<file path="config.mk">
export PLATFORM = sky130hd
export DESIGN_NAME = lru_block_cache_tracker
export DESIGN_NICKNAME = d
export VERILOG_FILES = /design/src/hw/rtl/lrut_pkg.sv /design/src/hw/rtl/lrut_recency.sv /design/src/hw/rtl/lru_block_cache_tracker.sv
export SDC_FILE = /design/constraint.sdc
export NUM_CORES = 2
export LEC_CHECK = 0
export ABC_AREA = 1
export BUFFER_PORTS_ARGS = -buffer_cell sky130_fd_sc_hd__buf_2
export CAP_MARGIN = 15
export CORE_MARGIN = 5
export CORE_UTILIZATION = 60
export CTS_CLUSTER_DIAMETER = 50
export DETAILED_ROUTE_END_ITERATION = 16
export PLACE_DENSITY = 0.74
export SYNTH_ARGS = -nofsm -noshare
export SYNTH_HDL_FRONTEND = slang
export SYNTH_SLANG_ARGS = --single-unit
</file>
<file path="constraint.sdc">
create_clock -name aclk -period 9.8 [get_ports aclk]
set_input_delay 0.98 -clock aclk [delete_from_list [all_inputs] [get_ports aclk]]
set_output_delay 0.98 -clock aclk [all_outputs]
set_load 0.02 [all_outputs]
</file>
<file path="src/hw/rtl/lrut_pkg.sv">
// Shared widths, field positions, action codes and control types of the LRU block cache tracker.
package lrut_pkg;

    // Parameter defaults
    localparam int BLOCK_BYTES_DEF      = 4096;
    localparam int CACHE_SLOTS_DEF      = 16;
    localparam int BLOCK_INDEX_BITS_DEF = 32;

    // Field widths
    localparam int ACTION_W     = 2;
    localparam int BLOCK_NUM_W  = 32;
    localparam int START_W      = 12;
    localparam int COUNT_W      = 13;
    localparam int FETCH_W      = 13;
    localparam int SLOT_FIELD_W = 4;
    localparam int WB_BLOCK_W   = 32;
    localparam int WB_SIZE_W    = 13;

    // Extent width: offset plus count never exceeds 4095 + 8191
    localparam int EXT_W = 14;

    // Stream widths
    localparam int S_TDATA_W = 72;
    localparam int S_TUSER_W = ACTION_W;
    localparam int M_TDATA_W = 56;
    localparam int M_TUSER_W = 2;

    // Input word layout
    localparam int S_BLOCK_LSB = 0;
    localparam int S_START_LSB = 32;
    localparam int S_COUNT_LSB = 44;
    localparam int S_FETCH_LSB = 57;

    // Result word layout
    localparam int M_SLOT_LSB = 0;
    localparam int M_WBB_LSB  = 4;
    localparam int M_WBS_LSB  = 36;
    localparam int M_HIT_BIT  = 0;
    localparam int M_WBV_BIT  = 1;

    // Action codes
    typedef enum logic [ACTION_W-1:0] {
        ACT_READ  = 2'd0,
        ACT_WRITE = 2'd1,
        ACT_FLUSH = 2'd2
    } act_t;

    // Command to the recency table
    typedef struct packed {
        logic promote;  // make cmd_slot most recent and mark it used
        logic alloc;    // cmd_slot is a newly taken free slot
        logic clear;    // free every slot
    } rcy_cmd_t;

endpackage

</file>
<file path="src/hw/rtl/lrut_recency.sv">
// Recency ranks, used bits and occupancy of the cache slots, with slot searches.
module lrut_recency #(
    parameter int CACHE_SLOTS = lrut_pkg::CACHE_SLOTS_DEF
) (
    input  logic                           aclk,
    input  logic                           aresetn,
    input  lrut_pkg::rcy_cmd_t             cmd,
    input  logic [$clog2(CACHE_SLOTS)-1:0] cmd_slot,
    input  logic [$clog2(CACHE_SLOTS)-1:0] find_rank,
    input  logic [$clog2(CACHE_SLOTS)-1:0] probe_slot,
    output logic                           free_found,
    output logic [$clog2(CACHE_SLOTS)-1:0] free_slot,
    output logic [$clog2(CACHE_SLOTS)-1:0] lru_slot,
    output logic [$clog2(CACHE_SLOTS)-1:0] rank_slot,
    output logic                           probe_used,
    output logic                           occ_zero,
    output logic [$clog2(CACHE_SLOTS)-1:0] last_rank
);
    import lrut_pkg::*;

    localparam int SLOT_W = $clog2(CACHE_SLOTS);
    localparam int OCC_W  = $clog2(CACHE_SLOTS + 1);

    logic [CACHE_SLOTS-1:0] used_reg;
    logic [SLOT_W-1:0]      rank_reg [CACHE_SLOTS];
    logic [OCC_W-1:0]       occ_reg;
    logic [SLOT_W-1:0]      limit;

    assign occ_zero   = (occ_reg == '0);
    assign last_rank  = SLOT_W'(occ_reg - OCC_W'(1));
    assign probe_used = used_reg[probe_slot];
    assign limit      = rank_reg[cmd_slot];

    // Slot searches: lowest free slot, least recent slot, slot of a given rank
    always_comb begin
        free_found = 1'b0;
        free_slot  = '0;
        lru_slot   = '0;
        rank_slot  = '0;
        for (int i = CACHE_SLOTS - 1; i >= 0; i--) begin
            if (!used_reg[i]) begin
                free_found = 1'b1;
                free_slot  = SLOT_W'(i);
            end
        end
        for (int i = 0; i < CACHE_SLOTS; i++) begin
            if (used_reg[i] && rank_reg[i] == last_rank) begin
                lru_slot = lru_slot | SLOT_W'(i);
            end
            if (used_reg[i] && rank_reg[i] == find_rank) begin
                rank_slot = rank_slot | SLOT_W'(i);
            end
        end
    end

    // Used bits and occupancy
    always_ff @(posedge aclk) begin
        if (!aresetn) begin
            used_reg <= '0;
            occ_reg  <= '0;
        end else if (cmd.clear) begin
            used_reg <= '0;
            occ_reg  <= '0;
        end else if (cmd.promote) begin
            used_reg[cmd_slot] <= 1'b1;
            if (cmd.alloc) begin
                occ_reg <= occ_reg + OCC_W'(1);
            end
        end
    end

    // Rank cells: promoted slot to rank 0, more recent ones age by one (every used slot on an alloc)
    always_ff @(posedge aclk) begin
        if (cmd.promote) begin
            for (int i = 0; i < CACHE_SLOTS; i++) begin
                if (SLOT_W'(i) == cmd_slot) begin
                    rank_reg[i] <= '0;
                end else if (used_reg[i] && (cmd.alloc || rank_reg[i] < limit)) begin
                    rank_reg[i] <= rank_reg[i] + SLOT_W'(1);
                end
            end
        end
    end

endmodule

</file>
<file path="src/hw/rtl/lru_block_cache_tracker.sv">
// Top level of the fully associative write-back LRU block cache tracker.
//
// Usage: one word on the s_ channel is a read, write or flush of one file block;
// the action code rides on s_tuser. Read and write words return exactly one
// result word with m_tlast high. A flush returns one write-back word per cached
// block, most recent first, m_tlast on the final one, then empties the cache; a
// flush of an empty cache returns a single all-zero word with m_tlast high.
// Action code 3 is taken and dropped.
// Timing: tags live in a small RAM that one comparator sweeps, one slot
// per cycle. An access sweeps every slot in ST_SCAN; in ST_UPDATE it registers
// its result once the last comparison is done and the output register is free.
// The block takes no new word before then. A flush handles each cached block by
// a rank search, then a RAM read. s_tready is high only while the block is idle.
// Reset: used bits and occupancy clear, the cache is empty at once; tag and
// extent RAM contents are not cleared.
// Stall: a result waits in the output register while m_tready is low; the block
// still takes the next word but holds its own result until the register frees.
module lru_block_cache_tracker #(
    parameter int BLOCK_BYTES      = lrut_pkg::BLOCK_BYTES_DEF,
    parameter int CACHE_SLOTS      = lrut_pkg::CACHE_SLOTS_DEF,
    parameter int BLOCK_INDEX_BITS = lrut_pkg::BLOCK_INDEX_BITS_DEF
) (
    input  logic                           aclk,
    input  logic                           aresetn,
    input  logic                           s_tvalid,
    output logic                           s_tready,
    // block_number, start_offset, byte_count, fetched_size, 2 bits zero pad
    input  logic [lrut_pkg::S_TDATA_W-1:0] s_tdata,
    // action
    input  logic [lrut_pkg::S_TUSER_W-1:0] s_tuser,
    output logic                           m_tvalid,
    input  logic                           m_tready,
    // slot, writeback_block, writeback_size, 7 bits zero pad
    output logic [lrut_pkg::M_TDATA_W-1:0] m_tdata,
    // hit, writeback_valid
    output logic [lrut_pkg::M_TUSER_W-1:0] m_tuser,
    output logic                           m_tlast
);
    import lrut_pkg::*;

    localparam int SLOT_W = $clog2(CACHE_SLOTS);
    localparam int TAG_W  = BLOCK_INDEX_BITS;

    typedef enum logic [4:0] {
        ST_IDLE    = 5'b00001,
        ST_SCAN    = 5'b00010,
        ST_UPDATE  = 5'b00100,
        ST_FL_FIND = 5'b01000,
        ST_FL_EMIT = 5'b10000
    } state_t;

    function automatic logic [EXT_W-1:0] clamp_ext(input logic [EXT_W-1:0] v);
        clamp_ext = (32'(v) > 32'(BLOCK_BYTES)) ? EXT_W'(BLOCK_BYTES) : v;
    endfunction

    state_t state_reg, state_next;

    // Item registers
    logic              wr_item_reg;
    logic [TAG_W-1:0]  tag_reg;
    logic [START_W-1:0] start_reg;
    logic [COUNT_W-1:0] count_reg;
    logic [FETCH_W-1:0] fetched_reg;

    // Sweep and lookup state
    logic [SLOT_W-1:0] scan_cnt_reg, scan_cnt_next;
    logic              cmp_valid_reg, cmp_valid_next;
    logic [SLOT_W-1:0] cmp_idx_reg, cmp_idx_next;
    logic              hit_reg, hit_next;
    logic [SLOT_W-1:0] hit_slot_reg, hit_slot_next;
    logic [EXT_W-1:0]  hit_ext_reg, hit_ext_next;
    logic [TAG_W-1:0]  ev_tag_reg, ev_tag_next;
    logic [EXT_W-1:0]  ev_ext_reg, ev_ext_next;
    logic [SLOT_W-1:0] fl_rank_reg, fl_rank_next;
    logic [SLOT_W-1:0] fl_slot_reg, fl_slot_next;

    // Tag and extent RAM
    logic [TAG_W-1:0]  tag_mem [CACHE_SLOTS];
    logic [EXT_W-1:0]  ext_mem [CACHE_SLOTS];
    logic [TAG_W-1:0]  rd_tag_reg;
    logic [EXT_W-1:0]  rd_ext_reg;
    logic [SLOT_W-1:0] rd_addr;
    logic              mem_we;

    // Output register
    logic                    m_valid_reg, m_valid_next;
    logic                    m_hit_reg, m_hit_next;
    logic [SLOT_FIELD_W-1:0] m_slot_reg, m_slot_next;
    logic                    m_wbv_reg, m_wbv_next;
    logic [WB_BLOCK_W-1:0]   m_wbb_reg, m_wbb_next;
    logic [WB_SIZE_W-1:0]    m_wbs_reg, m_wbs_next;
    logic                    m_last_reg, m_last_next;

    // Recency table interface
    rcy_cmd_t          cmd;
    logic              free_found, probe_used, occ_zero;
    logic [SLOT_W-1:0] free_slot, lru_slot, rank_slot, last_rank;

    // Update decision
    logic [EXT_W-1:0]  fetched_c, span_c, count_c, upd_ext;
    logic [SLOT_W-1:0] upd_slot;
    logic              upd_wbv, upd_alloc;

    logic in_acc, out_free;

    assign s_tready = (state_reg == ST_IDLE);
    assign in_acc   = s_tvalid && s_tready;
    assign out_free = !m_valid_reg || m_tready;

    lrut_recency #(
        .CACHE_SLOTS(CACHE_SLOTS)
    ) u_recency (
        .aclk      (aclk),
        .aresetn   (aresetn),
        .cmd       (cmd),
        .cmd_slot  (upd_slot),
        .find_rank (fl_rank_reg),
        .probe_slot(cmp_idx_reg),
        .free_found(free_found),
        .free_slot (free_slot),
        .lru_slot  (lru_slot),
        .rank_slot (rank_slot),
        .probe_used(probe_used),
        .occ_zero  (occ_zero),
        .last_rank (last_rank)
    );

    // New extent and target slot once the sweep is done
    always_comb begin
        fetched_c = clamp_ext(EXT_W'(fetched_reg));
        span_c    = clamp_ext(EXT_W'(start_reg) + EXT_W'(count_reg));
        count_c   = clamp_ext(EXT_W'(count_reg));
        upd_wbv   = 1'b0;
        upd_alloc = 1'b0;
        if (hit_reg) begin
            upd_slot = hit_slot_reg;
            if (wr_item_reg) begin
                upd_ext = (span_c > hit_ext_reg) ? span_c : hit_ext_reg;
            end else if (32'(hit_ext_reg) < 32'(BLOCK_BYTES) && fetched_c != '0) begin
                upd_ext = fetched_c;
            end else begin
                upd_ext = hit_ext_reg;
            end
        end else begin
            if (!wr_item_reg) begin
                upd_ext = fetched_c;
            end else if (start_reg != '0) begin
                upd_ext = (fetched_c > span_c) ? fetched_c : span_c;
            end else begin
                upd_ext = count_c;
            end
            if (free_found) begin
                upd_slot  = free_slot;
                upd_alloc = 1'b1;
            end else begin
                upd_slot = lru_slot;
                upd_wbv  = 1'b1;
            end
        end
    end

    // Sequencer
    always_comb begin
        state_next     = state_reg;
        scan_cnt_next  = scan_cnt_reg;
        cmp_valid_next = 1'b0;
        cmp_idx_next   = scan_cnt_reg;
        hit_next       = hit_reg;
        hit_slot_next  = hit_slot_reg;
        hit_ext_next   = hit_ext_reg;
        ev_tag_next    = ev_tag_reg;
        ev_ext_next    = ev_ext_reg;
        fl_rank_next   = fl_rank_reg;
        fl_slot_next   = fl_slot_reg;
        rd_addr        = scan_cnt_reg;
        mem_we         = 1'b0;
        cmd            = '0;
        m_valid_next   = m_valid_reg && !m_tready;
        m_hit_next     = m_hit_reg;
        m_slot_next    = m_slot_reg;
        m_wbv_next     = m_wbv_reg;
        m_wbb_next     = m_wbb_reg;
        m_wbs_next     = m_wbs_reg;
        m_last_next    = m_last_reg;

        // Shared tag comparator on the word read last cycle
        if (cmp_valid_reg) begin
            if (probe_used && rd_tag_reg == tag_reg) begin
                hit_next      = 1'b1;
                hit_slot_next = cmp_idx_reg;
                hit_ext_next  = rd_ext_reg;
            end
            if (cmp_idx_reg == lru_slot) begin
                ev_tag_next = rd_tag_reg;
                ev_ext_next = rd_ext_reg;
            end
        end

        unique case (state_reg)
            ST_IDLE: begin
                if (in_acc) begin
                    unique case (s_tuser)
                        ACT_READ, ACT_WRITE: begin
                            state_next    = ST_SCAN;
                            scan_cnt_next = '0;
                            hit_next      = 1'b0;
                        end
                        ACT_FLUSH: begin
                            state_next   = ST_FL_FIND;
                            fl_rank_next = '0;
                        end
                        default: ;
                    endcase
                end
            end
            ST_SCAN: begin
                rd_addr        = scan_cnt_reg;
                cmp_valid_next = 1'b1;
                cmp_idx_next   = scan_cnt_reg;
                if (scan_cnt_reg == SLOT_W'(CACHE_SLOTS - 1)) begin
                    state_next = ST_UPDATE;
                end else begin
                    scan_cnt_next = scan_cnt_reg + SLOT_W'(1);
                end
            end
            ST_UPDATE: begin
                if (!cmp_valid_reg && out_free) begin
                    mem_we        = 1'b1;
                    cmd.promote   = 1'b1;
                    cmd.alloc     = upd_alloc;
                    m_valid_next  = 1'b1;
                    m_hit_next    = hit_reg;
                    m_slot_next   = SLOT_FIELD_W'(upd_slot);
                    m_wbv_next    = upd_wbv;
                    m_wbb_next    = upd_wbv ? WB_BLOCK_W'(ev_tag_reg) : '0;
                    m_wbs_next    = upd_wbv ? WB_SIZE_W'(ev_ext_reg) : '0;
                    m_last_next   = 1'b1;
                    state_next    = ST_IDLE;
                end
            end
            ST_FL_FIND: begin
                rd_addr      = rank_slot;
                fl_slot_next = rank_slot;
                if (occ_zero) begin
                    if (out_free) begin
                        m_valid_next = 1'b1;
                        m_hit_next   = 1'b0;
                        m_slot_next  = '0;
                        m_wbv_next   = 1'b0;
                        m_wbb_next   = '0;
                        m_wbs_next   = '0;
                        m_last_next  = 1'b1;
                        state_next   = ST_IDLE;
                    end
                end else begin
                    state_next = ST_FL_EMIT;
                end
            end
            ST_FL_EMIT: begin
                rd_addr = fl_slot_reg;
                if (out_free) begin
                    m_valid_next = 1'b1;
                    m_hit_next   = 1'b0;
                    m_slot_next  = SLOT_FIELD_W'(fl_slot_reg);
                    m_wbv_next   = 1'b1;
                    m_wbb_next   = WB_BLOCK_W'(rd_tag_reg);
                    m_wbs_next   = WB_SIZE_W'(rd_ext_reg);
                    m_last_next  = (fl_rank_reg == last_rank);
                    if (fl_rank_reg == last_rank) begin
                        cmd.clear  = 1'b1;
                        state_next = ST_IDLE;
                    end else begin
                        fl_rank_next = fl_rank_reg + SLOT_W'(1);
                        state_next   = ST_FL_FIND;
                    end
                end
            end
            default: state_next = ST_IDLE;
        endcase
    end

    // Control registers
    always_ff @(posedge aclk) begin
        if (!aresetn) begin
            state_reg     <= ST_IDLE;
            cmp_valid_reg <= 1'b0;
            m_valid_reg   <= 1'b0;
        end else begin
            state_reg     <= state_next;
            cmp_valid_reg <= cmp_valid_next;
            m_valid_reg   <= m_valid_next;
        end
    end

    // Payload registers
    always_ff @(posedge aclk) begin
        if (in_acc) begin
            wr_item_reg <= (s_tuser == ACT_WRITE);
            tag_reg     <= TAG_W'(s_tdata[S_BLOCK_LSB +: BLOCK_NUM_W]);
            start_reg   <= s_tdata[S_START_LSB +: START_W];
            count_reg   <= s_tdata[S_COUNT_LSB +: COUNT_W];
            fetched_reg <= s_tdata[S_FETCH_LSB +: FETCH_W];
        end
        scan_cnt_reg <= scan_cnt_next;
        cmp_idx_reg  <= cmp_idx_next;
        hit_reg      <= hit_next;
        hit_slot_reg <= hit_slot_next;
        hit_ext_reg  <= hit_ext_next;
        ev_tag_reg   <= ev_tag_next;
        ev_ext_reg   <= ev_ext_next;
        fl_rank_reg  <= fl_rank_next;
        fl_slot_reg  <= fl_slot_next;
        m_hit_reg    <= m_hit_next;
        m_slot_reg   <= m_slot_next;
        m_wbv_reg    <= m_wbv_next;
        m_wbb_reg    <= m_wbb_next;
        m_wbs_reg    <= m_wbs_next;
        m_last_reg   <= m_last_next;
    end

    // Tag and extent RAM: one write, one registered read per cycle
    always_ff @(posedge aclk) begin
        if (mem_we) begin
            tag_mem[upd_slot] <= tag_reg;
            ext_mem[upd_slot] <= upd_ext;
        end
        rd_tag_reg <= tag_mem[rd_addr];
        rd_ext_reg <= ext_mem[rd_addr];
    end

    // Result word packing
    always_comb begin
        m_tdata                                = '0;
        m_tdata[M_SLOT_LSB +: SLOT_FIELD_W]    = m_slot_reg;
        m_tdata[M_WBB_LSB +: WB_BLOCK_W]       = m_wbb_reg;
        m_tdata[M_WBS_LSB +: WB_SIZE_W]        = m_wbs_reg;
        m_tuser                                = '0;
        m_tuser[M_HIT_BIT]                     = m_hit_reg;
        m_tuser[M_WBV_BIT]                     = m_wbv_reg;
    end

    assign m_tvalid = m_valid_reg;
    assign m_tlast  = m_last_reg;

endmodule

</file>
== Yosys cells after proc, flatten, opt, wreduce, memory -nomap -nowiden ==
Memory sizes are Yosys's and may differ from the RTL's. A register that Yosys moved wholly into a read port is not among the register bits.
Index checks and enable logic that the tools add are counted.

* Word-level logic and storage cells: 528
* Register bits: 231
* Bits in writable memories: 800
* Bits of input ports: 78
* Memories: 3
* Output and inout port bits: 61

{| class="wikitable"
|+ Memory list
! name !! depth !! width !! read ports !! clocked after memory_dff !! wr ports !! line !! source
|-
| tag_mem || 16 || 32 || 1 || 1 || 1 || lru_block_cache_tracker.sv:78 || <nowiki>logic [TAG_W-1:0] tag_mem [CACHE_SLOTS];</nowiki>
|-
| ext_mem || 16 || 14 || 1 || 1 || 1 || lru_block_cache_tracker.sv:79 || <nowiki>logic [EXT_W-1:0] ext_mem [CACHE_SLOTS];</nowiki>
|-
| u_recency.rank_reg || 16 || 4 || 17 || 0 || 16 || lrut_recency.sv:25 || <nowiki>logic [SLOT_W-1:0] rank_reg [CACHE_SLOTS];</nowiki>
|}

* Equality and inequality tests: 68
* Mux-type cells: 278
* Reduce and logical (&&, ||, !) cells: 90
* Bitwise gates (word level): 18
* Magnitude comparators: 25
* Add/sub/neg operators: 21

{| class="wikitable"
|+ Operator list
! operator !! number
|-
| 2-to-1 mux 4 bit || 62
|-
| 2-to-1 mux 1 bit || 162
|-
| 2-to-1 mux 32 bit || 5
|-
| == test 4 bit || 32
|-
| 2-to-1 mux 14 bit || 8
|-
| case mux 32 bit (3 select lines) || 1
|-
| 2-to-1 mux 13 bit || 7
|-
| adder 4 x 1 -> 4 bit (second input constant) || 18
|-
| < comparator 4 bit || 16
|-
| logical AND 1 bit || 52
|-
| case mux 13 bit (3 select lines) || 1
|-
| == test 32 bit || 1
|-
| == test 4 bit (first input constant) || 8
|-
| 2-to-1 mux 5 bit || 6
|-
| > comparator 13 bit (second input constant) || 2
|-
| case mux 5 bit (5 select lines) || 1
|-
| 2-to-1 mux 3 bit || 8
|-
| case mux 4 bit (2 select lines) || 3
|-
| logical OR 1 bit || 17
|-
| == test 3 x 4 -> 1 bit (first input constant) || 4
|-
| bitwise OR 1 bit || 16
|-
| bitwise OR 16 bit || 1
|-
| adder 12 x 13 -> 14 bit || 1
|-
| > comparator 13 x 14 -> 1 bit || 1
|-
| 42 further kinds || 67
|}

== Logic depth before layout (Yosys ltp) ==
An unclocked memory read counts as a cell.

* Depth in word-level cells: 29
* Mapped depth: 36
* Gate-level depth less buffers: 34

== Hierarchy ==
A second synthesis with hierarchy kept.

* Cell total of the unflattened synthesis: 4599
* Area, all modules: 49453.7 sq um

{| class="wikitable"
|+ By module, submodules not included
! module !! times used !! area each (sq um) !! cells an instance !! seq. area each (sq um)
|-
| lru_block_cache_tracker || 1 || 41672.5 || 3536 || 29208.0
|-
| lrut_recency || 1 || 7781.2 || 1063 || 2342.2
|}

== Worst setup path before layout ==
No wires, ideal clock.

* Kind: register -> register
* From: register state_reg[0]
* To: register m_slot_reg[0], enable pin
* Path buffers: 0
* Setup slack: 2.554 ns
* Stages on the path, launching flop included: 8
* Setup time: 0.586 ns
* Period minus slack after synthesis: 7.246 ns
* Data arrival time: 6.659 ns
* Required time: 9.214 ns
* Cells stage by stage: dfxtp_1 > nor2_1 > inv_1 > nor4_1 > nor2_1 > inv_1 > nor2_1 > nor4_1

* Cells in the longest elaborated chain, start to end: 3
* Elaborated cells between the ends (all ways): 9
* Classes of those cells: eq/ne (7); reduce/logical (2)

{| class="wikitable"
|+ Ends and longest elaborated chain
! what !! line !! source
|-
| start: declaration || lru_block_cache_tracker.sv:56 || <nowiki>state_t state_reg, state_next;</nowiki>
|-
| start signal: assignment || lru_block_cache_tracker.sv:289 || <nowiki>state_reg <= state_next;</nowiki>
|-
| == test 5 x 4 -> 1 bit (tied with other cells) || lru_block_cache_tracker.sv:199 || <nowiki>unique case (state_reg)</nowiki>
|-
| != test 2 bit (no line) / nonzero test 3 bit (equally long branches) || -- ||
|-
| AND reduction 5 bit (no line) * || -- ||
|-
| end signal: assignment || lru_block_cache_tracker.sv:314 || <nowiki>m_slot_reg <= m_slot_next;</nowiki>
|-
| end: declaration || lru_block_cache_tracker.sv:88 || <nowiki>logic [SLOT_FIELD_W-1:0] m_slot_reg, m_slot_next;</nowiki>
|}

Every way passes the cells marked *; elsewhere a longest branch is shown, timed or not.
A chain may end at the register's enable or synchronous reset.

==> flow_metrics.py <==
metrics = {
    "power": {
        "ir_drop_uv": 158,
        "combPwrFrac_pct": 7.6,
        "netSwitchingFraction_pct": 23.8,
        "p_per_area_nw_per_um2": 190,
        "p_seq_share_pct": 51.4,
        "leakagePower_nw": 20.2,
        "switching_power_mw": 2.45,
        "clock_power_share_pct": 41.0,
        "p_int_mw": 7.83,
    },
    "sta": {
        "fin_crit_sh_pct": 70.0,
        "period_needed_ps": 6860,
        "rsz0062_at_grt": "false",
        "worst_pin_slew_ps": 1210,
        "slew_headroom_pct": 19.5,
        "skew_ps": 24.9,
        "final-setup-viol-count": 0,
        "slew_violations": 0,
        "max_freq_ghz": 0.146,
        "hold_viol_final": 0,
        "tns_ps": 0,
    },
    "critical_path": {
        "setup.worst_path.start": "u_recency.occ_reg[0]",
        "regToRegStartpoint": "u_recency.occ_reg[0]",
        "crit_type": "reg2reg",
        "cp.required_ps": 10180,
        "startpoint_type": "flip-flop",
        "crit_arrival_ps": 7240,
        "worst-path-max-fanout": 16,
        "crit_family": "simple AND/OR/NAND/NOR gates",
        "cp_common_cell": "nand2_1",
        "cp_num_buf_inv": 6,
        "cpMaxStageDelayCell": "nand4_1",
        "endpoint_kind": "flip-flop",
        "critPathMaxStageDelay_ps": 780,
    },
    "yosys": {
        "synthTopCellsByArea": "edfxtp_1, inv_1, nand2_1",
        "synth-async-reset-ratio_pct": 0,
        "synth_area_per_cell_um2": 11.4,
        "synthesis.area_um2": 48700,
        "synth_cell_type_count": 59,
        "synthFlopType": "edfxtp_1",
        "synth_edf_count": 998,
        "synthCells": 4257,
        "yosysTopAreaCell": "edfxtp_1",
        "synth-seq-area-share_pct": 64.8,
        "synth_top_area_share_pct": 61.6,
        "synth-warning-count": 0,
        "ys_ff_latch": 1077,
    },
    "route": {
        "vias_per_cell": 6.25,
        "drtIter0Drc": 4139,
        "first_pass_iters": 8,
        "wl_mm": 130,
        "num_vias": 34157,
        "postRouteAntennaNets": 0,
        "wire_per_inst_um": 23.8,
        "drc": 0,
    },
    "run_status": {
        "outcome": "finished, final reports clean",
    },
    "floorplan": {
        "core_um2": 80500,
        "fp.dieH_um": 295,
        "start_util_pct": 60.4,
        "die_w_um": 295,
        "dieArea_um2": 86900,
        "rows": 104,
        "ioPinCount": 139,
    },
    "cts": {
        "cts_tree": "built",
        "cts_num_sinks": 1077,
        "cts_setup_buffers": 0,
        "cts_resized": 0,
        "holdBufCountCts": 0,
        "h-tree-depth": 3,
        "clkTransAtPathRegs_ps": 60,
        "clock_path_buffers": 3,
        "clockRootBuffer": "clkbuf_16",
        "cts_made_buffers": 112,
        "insertion_delay_ps": 700,
    },
    "global_route": {
        "globalRouteTotalUtil_pct": 29.5,
        "grt_pass1_vias": 32754,
        "grt.busiest_layer": "met2",
        "met3_usage_pct": 5.37,
        "met2_usage_pct": 46.1,
        "grt_pass1_wl_mm": 195,
        "met1_usage_pct": 41.3,
        "grt_max_degree": 177,
        "overflow": 0,
        "antenna_found_initial": 3,
    },
    "layout": {
        "final_util_pct": 67.1,
        "nNetsFinal": 4498,
        "multi_input_area_um2": 14400,
        "syn_to_final_growth_pct": 11.1,
        "final_common_cell": "edfxtp_1",
        "largest_reg_flops": 512,
        "layout.area.seq_um2": 31600,
        "drive_gt1_share_pct": 10.9,
        "n_fill_cell": 5830,
        "antennaDiodeCount": 0,
        "mostFrequentLayoutCells": "edfxtp_1, inv_1, nand2_1",
    },
    "placed_design": {
        "gp_congestion": 1.03,
        "port_buffers": 129,
        "dp_hpwl_mm": 76.0,
    },
    "hold_path": {
        "worstHoldStart": "cmp_idx_next[3]",
        "hold_path_class": "reg2reg",
    },
    "flow_run": {
        "maxCapViolations": 0,
    },
}
[layout make-up]
| class | count | area share, % |
|---|---|---|
| Clock buffer | 152 | 5.90 |
| Clock inverter | 58 | 0.944 |
| Inverter | 498 | 3.47 |
| Tap cell | 1060 | 2.45 |
| Multi-Input combinational cell | 2432 | 26.7 |
| Sequential cell | 1077 | 58.4 |
| Timing Repair Buffer | 191 | 2.17 |
[metrics by stage]
step                      total power, mW  setup WS, ps  hold WS, ps  cell area (um^2)  std cells
after floorplan                      5.87          2550          348             48700       4264
after global placement               6.12          3210          356             50300       5255
after detailed placement             6.14          3150          364             50300       5255
after CTS                            10.3          3110          374             54000       5465
after global routing                 10.6          2740          391             54100       5468
final                                10.3          2940          372             54100       5468
[cells by family after synthesis]
logic type	synth area share, %
and+or+nand+nor	9.08
muxes	1.32
adders and majority gates	2.79
xor gates and xnor gates	1.80
buffers and inverters	6.05
AOI/OAI and AO/OA	14.2
DFF	64.8
other	0.00770
[per-layer routing]
| layer | vias up | routed length [um] |
|---|---|---|
| met5 | - | 0 |
| met4 | 0 | 5960 |
| met3 | 360 | 13100 |
| met2 | 1841 | 59500 |
| met1 | 16416 | 51900 |
| li1 | 15540 | - |
[cell usage after synthesis, drive strengths merged (4+ instances only)]
cell type,number
or2,4
ha,107
edfxtp,998
nand4,26
dfxtp,79
buf,60
a32o,25
a221oi,10
nor2,310
a211oi,11
nor4,15
a2111oi,5
o211ai,73
a21oi,318
nand3,138
or4,4
inv,496
a31oi,132
nor3,19
xor2,63
o21ai,354
o311ai,120
o221ai,7
xnor2,33
o22ai,42
o21bai,4
o2111ai,17
nand2,501
mux2i,64
clkbuf,197
nor3b,4
[power groups by stage]
stage / registers, mW / clock network (mW) / logic (mW)
floorplan: 5.33 / 0 / 0.541
global placement: 5.37 / 0 / 0.749
detailed placement: 5.37 / 0 / 0.768
CTS: 5.28 / 4.25 / 0.774
global route: 5.28 / 4.45 / 0.874
finish: 5.28 / 4.21 / 0.786
[final timing paths]
kind                               endpoint  slack (ps)  depth (start not counted)
hold reg to reg              cmp_idx_reg[3]         370                          0
setup / recovery  u_recency.rank_reg[13][1]        2940                         27
hold / removal               cmp_idx_reg[3]         370                          0
setup reg to reg  u_recency.rank_reg[13][1]        2940                         27
Note: power is estimated with default switching activity, not from simulation.
